File: src/sv/cer_pkg.sv
// shared types and constants for the cosine eased velocity ramp
// no dependencies; used by every module of the block
`default_nettype none

package cer_pkg;

    localparam int MAX_JOINTS = 7;
    localparam int W_BITS     = 17;
    localparam int W_FRAC     = 16;

    localparam int CFG_ADDR_W    = 3;
    localparam int CFG_DATA_W    = 32;
    localparam int MAX_VEL_W     = 15;
    localparam logic [MAX_VEL_W-1:0] MAX_VEL_RESET = 15'd4096;

    // register index, taken from paddr[2]
    localparam logic REG_MAX_VEL = 1'b0;

    localparam logic [63:0] PI_Q30   = 64'd3373259426;
    localparam logic [63:0] HALF_Q30 = 64'd536870912;

    typedef enum logic [1:0] {
        CMD_TICK = 2'd0,
        CMD_LOAD = 2'd1,
        CMD_STOP = 2'd2
    } cmd_t;

    typedef struct packed {
        logic load;
        logic tick;
        logic stop;
    } cer_ctl_t;

endpackage

`default_nettype wire

File: src/sv/cer_joint.sv
// one joint lane: clamp, ramp state and weighted interpolation
// depends on cer_pkg
`default_nettype none

module cer_joint #(
    parameter int VEL_BITS = 16
) (
    input  wire logic                        aclk,
    input  wire logic                        aresetn,
    input  wire cer_pkg::cer_ctl_t           ctl,
    input  wire logic [VEL_BITS-1:0]         target,
    input  wire logic [VEL_BITS-1:0]         lim,
    input  wire logic [cer_pkg::W_BITS-1:0]  weight,
    output logic      [VEL_BITS-1:0]         vel
);

    localparam int PW = VEL_BITS + cer_pkg::W_BITS + 2;

    logic signed [VEL_BITS-1:0] start_reg, target_reg, last_reg;
    logic signed [VEL_BITS-1:0] tgt_s, lim_s, nlim_s, clamped;
    logic signed [VEL_BITS:0]   diff;
    logic signed [PW-1:0]       prod;
    logic        [PW-1:0]       mag, rnd;
    logic        [VEL_BITS:0]   r;
    logic signed [VEL_BITS+1:0] v;

    // clamp to +/- lim
    always_comb begin
        tgt_s  = $signed(target);
        lim_s  = $signed(lim);
        nlim_s = -lim_s;
        if (tgt_s > lim_s) begin
            clamped = lim_s;
        end else if (tgt_s < nlim_s) begin
            clamped = nlim_s;
        end else begin
            clamped = tgt_s;
        end
    end

    // start + w * (target - start), rounded half away from zero
    always_comb begin
        diff = {target_reg[VEL_BITS-1], target_reg} - {start_reg[VEL_BITS-1], start_reg};
        prod = $signed({1'b0, weight}) * diff;
        mag  = prod[PW-1] ? PW'(-prod) : PW'(prod);
        rnd  = mag + PW'(1 << (cer_pkg::W_FRAC - 1));
        r    = rnd[cer_pkg::W_FRAC +: VEL_BITS+1];
        v    = {{2{start_reg[VEL_BITS-1]}}, start_reg}
             + (prod[PW-1] ? -$signed({1'b0, r}) : $signed({1'b0, r}));
    end

    assign vel = v[VEL_BITS-1:0];

    always_ff @(posedge aclk) begin
        if (!aresetn) begin
            start_reg  <= '0;
            target_reg <= '0;
            last_reg   <= '0;
        end else if (ctl.stop) begin
            start_reg  <= '0;
            target_reg <= '0;
            last_reg   <= '0;
        end else if (ctl.load) begin
            start_reg  <= last_reg;
            target_reg <= clamped;
        end else if (ctl.tick) begin
            last_reg   <= v[VEL_BITS-1:0];
        end
    end

endmodule

`default_nettype wire

File: config.mk
export PLATFORM = sky130hd
export DESIGN_NAME = cer_joint
export DESIGN_NICKNAME = d
export VERILOG_FILES = /design/src/sv/cer_pkg.sv /design/src/sv/cer_joint.sv
export SDC_FILE = /design/constraint.sdc
export NUM_CORES = 1
export LEC_CHECK = 0
export ABC_AREA = 1
export BUFFER_PORTS_ARGS = -buffer_cell sky130_fd_sc_hd__buf_2
export CAP_MARGIN = 20
export CORE_ASPECT_RATIO = 1.5
export CORE_UTILIZATION = 45
export DETAILED_ROUTE_END_ITERATION = 10
export SLEW_MARGIN = 25
export SYNTH_ARGS = -nofsm -noshare
export SYNTH_HDL_FRONTEND = slang
export SYNTH_SLANG_ARGS = --single-unit
File: constraint.sdc
create_clock -name aclk -period 13.23 [get_ports aclk]
set_input_delay 1.323 -clock aclk [delete_from_list [all_inputs] [get_ports aclk]]
set_output_delay 1.323 -clock aclk [all_outputs]
set_load 0.05 [all_outputs]
== Word level (Yosys, flattened, before mapping) ==
Cells that the tools add are included.

* Multipliers: 1
* Bitwise logic cells: 2
* Reductions and logical operators: 2
* Add/subtract/negate cells: 6
* Muxes and demuxes: 4
* $lt $le $gt $ge: 2

{| class="wikitable"
|+ Operator list
! kind !! count
|-
| 16-bit 2-to-1 mux || 3
|-
| 18-bit by 17-bit multiplier with 35-bit output || 1
|-
| 32-bit by 16-bit adder with 32-bit output, second input constant || 1
|-
| 32-bit 2-to-1 mux || 1
|-
| 16-bit negation || 2
|-
| 32-bit negation || 1
|-
| 16-bit by 16-bit subtractor with 17-bit output || 1
|-
| 16-bit adder || 1
|-
| 16-bit greater-than comparator || 1
|-
| 16-bit less-than comparator || 1
|-
| 1-bit NOT || 2
|-
| 2-bit AND reduction || 1
|-
| 2-bit OR reduction || 1
|}

* Register bits after elaboration: 48
* Word-level logic and storage cells: 20
* Input bits: 54
* Output and inout bits: 16

== Logic depth before layout (Yosys ltp) ==
* Word-level depth: 8
* Mapped depth: 80
* Mapped depth without buffers: 79

== Least setup slack after synthesis ==
OpenSTA, ideal clock, no wires.

* Path type: register to output
* Start: register target_reg[0]
* End: output port vel[13]
* Buffers on the path: 2
* Stages on the path, launching flop included: 70
* Setup slack: 0.710 ns
* Data arrival time: 11.197 ns
* Cells stage by stage: dfxtp_1 inv_1 ha_1 fa_1 nand3b_1 nand2_1 a21oi_1 o21ai_0 nand2_1 nand2_1 nand2_1 nand2_1 nand2_1 nand2_1 a21oi_1 or2_2 nand2_1 a21oi_1 [... 34 more ...] nand3_1 nand2_1 xor2_1 inv_1 ha_1 a21oi_1 inv_1 a31oi_1 o21ai_0 nand2_1 nand2_1 a21oi_1 o21ai_0 nand2_1 nand2_1 a21oi_1 o21ai_0 xor2_1

* Longest elaborated chain between the ends: 8

{| class="wikitable"
|+ RTL lines
! item !! line !! text
|-
| start: declaration || cer_joint.sv:19 || <nowiki>logic signed [VEL_BITS-1:0] start_reg, target_reg, last_reg;</nowiki>
|-
| start signal: assignment || cer_joint.sv:65 || <nowiki>target_reg <= clamped;</nowiki>
|-
| 16-bit by 16-bit subtractor with 17-bit output * || cer_joint.sv:43 || <nowiki>diff = {target_reg[VEL_BITS-1], target_reg} - {start_reg[VEL_BITS-1], start_reg};</nowiki>
|-
| 18-bit by 17-bit multiplier with 35-bit output * || cer_joint.sv:44 || <nowiki>prod = $signed({1'b0, weight}) * diff;</nowiki>
|-
| 32-bit negation || cer_joint.sv:45 || <nowiki>mag = prod[PW-1] ? PW'(-prod) : PW'(prod);</nowiki>
|-
| 32-bit 2-to-1 mux || cer_joint.sv:45 ||
|-
| 32-bit by 16-bit adder with 32-bit output || cer_joint.sv:46 || <nowiki>rnd = mag + PW'(1 << (cer_pkg::W_FRAC - 1));</nowiki>
|-
| 16-bit negation || cer_joint.sv:49 || <nowiki>+ (prod[PW-1] ? -$signed({1'b0, r}) : $signed({1'b0, r}));</nowiki>
|-
| 16-bit 2-to-1 mux * || cer_joint.sv:49 ||
|-
| 16-bit adder * || cer_joint.sv:49 ||
|-
| end: declaration || cer_joint.sv:14 || <nowiki>output logic [VEL_BITS-1:0] vel</nowiki>
|}

Mark *: on every way between the ends. The rest lies on a longest branch, timed or not.

== Worst setup path in the final report ==
* Start: register start_reg[0]
* End: output port vel[14]

* Longest elaborated chain between the ends: 8

{| class="wikitable"
|+ RTL lines
! item !! line !! text
|-
| start: declaration || cer_joint.sv:19 ||
|-
| start signal: assignment || cer_joint.sv:64 || <nowiki>start_reg <= last_reg;</nowiki>
|-
| 16-bit by 16-bit subtractor with 17-bit output || cer_joint.sv:43 ||
|-
| 18-bit by 17-bit multiplier with 35-bit output || cer_joint.sv:44 ||
|-
| 32-bit negation || cer_joint.sv:45 ||
|-
| 32-bit 2-to-1 mux || cer_joint.sv:45 ||
|-
| 32-bit by 16-bit adder with 32-bit output || cer_joint.sv:46 ||
|-
| 16-bit negation || cer_joint.sv:49 ||
|-
| 16-bit 2-to-1 mux || cer_joint.sv:49 ||
|-
| 16-bit adder * || cer_joint.sv:49 ||
|}

Marked as above.

==> results.py <==
metrics = {
    "status": {
        "outcome": "completed",
    },
    "global_route": {
        "grt_max_degree": 44,
        "overflow": 0,
        "grt_pass1_vias": 15480,
        "track_usage_pct": 27.08,
        "antenna_found_initial": 0,
        "grt_pass1_wl_microns": 78470,
    },
    "yosys": {
        "synth_edf_count": 0,
        "yosysSeqAreaShare_pct": 5.857,
        "synth_top_area_cell": "fa_1",
        "yosysMostFrequentCell": "nand2_1",
        "yosysWarningCount": 0,
        "yosys_register_bits": 48,
        "synthesis.area_sq_um": 16410,
        "synth_top_area_share_pct": 27.58,
        "ys_types": 47,
        "ys_async_sr_fraction_pct": 0,
        "synthTopCellsByCount": "nand2_1, inv_1, nor2_1",
        "synthCells": 2422,
        "avgSynthCellArea_sq_um": 6.774,
        "synth_nets": 2896,
        "synth_area_leaders": "fa_1, ha_1, nand2_1",
        "synthFlopType": "dfxtp_1",
    },
    "sta": {
        "worstMarginPinSlew_ns": 0.8631,
        "fin_setup_tns_ns": 0,
        "fin_crit_ns": 12.61,
        "hold_viol": 0,
        "setup_slack_ns": 0.6245,
        "slew_violations": 0,
        "fin_skew_ns": 0.009114,
        "holdWs_ns": 0.4658,
        "relSlewSlack_pct": 42.32,
        "fin_crit_sh_pct": 95.28,
        "max_freq_mhz": 79.33,
        "setup_viol": 0,
    },
    "die": {
        "fp-row-count": 85,
        "io_pins": 70,
        "die_area_sq_um": 37240,
        "die_w_microns": 157.9,
        "die_h_microns": 235.9,
        "start_util_pct": 45.64,
        "core-area_sq_um": 35950,
    },
    "layout": {
        "utilization_pct": 50.05,
        "antennaDiodeCount": 0,
        "layout-drive-gt1-share_pct": 10.51,
        "final_nets": 2956,
        "areaGrowthSynthToFinish_pct": 9.662,
    },
    "worst_hold_path": {
        "holdCritPathClass": "register to register",
        "whs_endpoint": "start_reg[0]$_SDFFE_PP0P_",
        "min_from": "last_reg[0]$_SDFFE_PP0P_",
        "whs_path_depth": 2,
    },
    "worst_setup_path": {
        "cp_slowest_cell": "fa_1",
        "crit_arrival_ns": 11.28,
        "crit_fanout": 8,
        "critPathTopFamily": "adder cells",
        "end_kind": "output port",
        "startpoint_type": "register",
        "crit_buf_inv": 10,
        "crit_type": "register to output port",
        "crit_required_ns": 11.91,
        "critPathMostFrequentCell": "nand2_1",
        "timing.rr.start": "start_reg[0]$_SDFFE_PP0P_",
        "r2r_end": "last_reg[14]$_SDFFE_PP0P_",
        "regToRegSetupSlack_ns": 2.12,
        "r2r_cells": 75,
        "critPathMaxStageDelay_ns": 0.55,
    },
    "cts": {
        "clockBufferDepth": 2,
        "cts_tree": "yes",
        "clock_sinks": 48,
        "clock_latency_ns": 0.30,
        "path_clk_slew_ns": 0.07,
        "cts_hold_buf": 0,
        "htreeDepth": 2,
        "cts_buffers": 5,
        "cts_root_buffer": "clkbuf_16",
    },
    "placed_design": {
        "portBuffers": 69,
        "routabilityCongestion": 0.9702,
        "place_ws_ns": 0.1970,
        "hpwl_microns": 41820,
    },
    "routing": {
        "wl_met1_microns": 17580,
        "viasPerCell": 5.194,
        "dr_wl_met2_microns": 26340,
        "drc": 0,
        "drt_iter0_drc": 690,
        "num_vias": 15380,
        "wl_met3_microns": 1734,
        "ant_nets": 0,
        "wire_per_inst_microns": 16.39,
        "routed_wirelength_microns": 48530,
        "highest_layer": "met4",
        "firstDrtPassIters": 6,
    },
    "flow_run": {
        "maxCapViolCount": 0,
    },
}
[worst register-to-register path: cells and delay by family, from the launching register on]
kind / cells / cell delay [ns]
XOR/XNOR: 1 / 0.20
AND/OR/NAND/NOR: 40 / 3.71
flip-flops: 1 / 0.34
buffers and inverters: 10 / 0.75
adder cells (fa/ha/maj): 11 / 4.41
AO/OA/AOI/OAI: 13 / 1.53
[cell usage in the layout, fill, tap and decap left out, drive strengths merged]
master,n
nor3,11
nand4,24
a31oi,8
clkinvlp,1
o21a,2
o21ai,63
xor2,41
fa,226
buf,108
nand2,653
o211ai,26
a21o,1
o31a,1
inv,529
a211oi,4
or3b,1
and2,2
or3,1
or2,12
xnor2,6
a21boi,1
nand3,126
nor2,276
o221ai,1
dfxtp,48
ha,194
clkinv,10
o2111ai,2
bufinv,1
nand3b,3
a21oi,89
o311a,1
nor4,1
o21bai,4
clkbuf,6
[metrics by stage]
stage	area [sq um]	instances
2_1_floorplan	16410	2422
3_3_place_gp	17290	2936
3_5_place_dp	17290	2936
4_1_cts	17490	2946
5_1_grt	17990	2961
6_report	17990	2961
[worst max path at each step]
stage | startpoint | end | slack [ns] | cells past startpoint
3_3_place_gp | start_reg[0]$_SDFFE_PP0P_ | vel[14] | 0.32 | 73
4_1_cts | start_reg[0]$_SDFFE_PP0P_ | vel[14] | 0.03 | 73
3_5_place_dp | start_reg[0]$_SDFFE_PP0P_ | vel[14] | 0.20 | 71
5_1_grt | start_reg[0]$_SDFFE_PP0P_ | vel[13] | -0.06 | 68
2_1_floorplan | target_reg[0]$_SDFFE_PP0P_ | vel[13] | 0.71 | 69
6_report | start_reg[0]$_SDFFE_PP0P_ | vel[14] | 0.62 | 74
[kinds of logic after synthesis]
kind of cell | share of synthesized area (%)
AOI/OAI and AO/OA | 7.138
xor gates and xnor gates | 2.555
adders and majority gates | 42.37
buffers and inverters | 13.71
DFF | 5.857
and+or+nand+nor | 28.37
[what timing repair did]
action / CTS / global route
setup buffers: 2 / 15
hold endpoints to repair: 0 / 0
endpoints found under the setup margin: 3 / 11
resized for setup: 4 / 95
pin swaps: 1 / 37
[layout make-up]
class	count	area (sq um)
fill	3765	17950
multi-input combinational	1780	13560
inverter	539	2029
sequential	48	965.9
timing repair buffer	108	660.6
tap	478	598.1
clock buffer	6	138.9
clock inverter	2	38.79
[per-layer routing]
metal  global-route usage, %  vias up
met5                       0        -
met4                   14.53        0
met3                   1.562      136
met2                   51.37      395
met1                   29.35     7369
li1                        -     7479
Power is left out: the tool's default activity adds up to more than one toggle a clock period on the data nets, which glitch-free logic cannot reach.
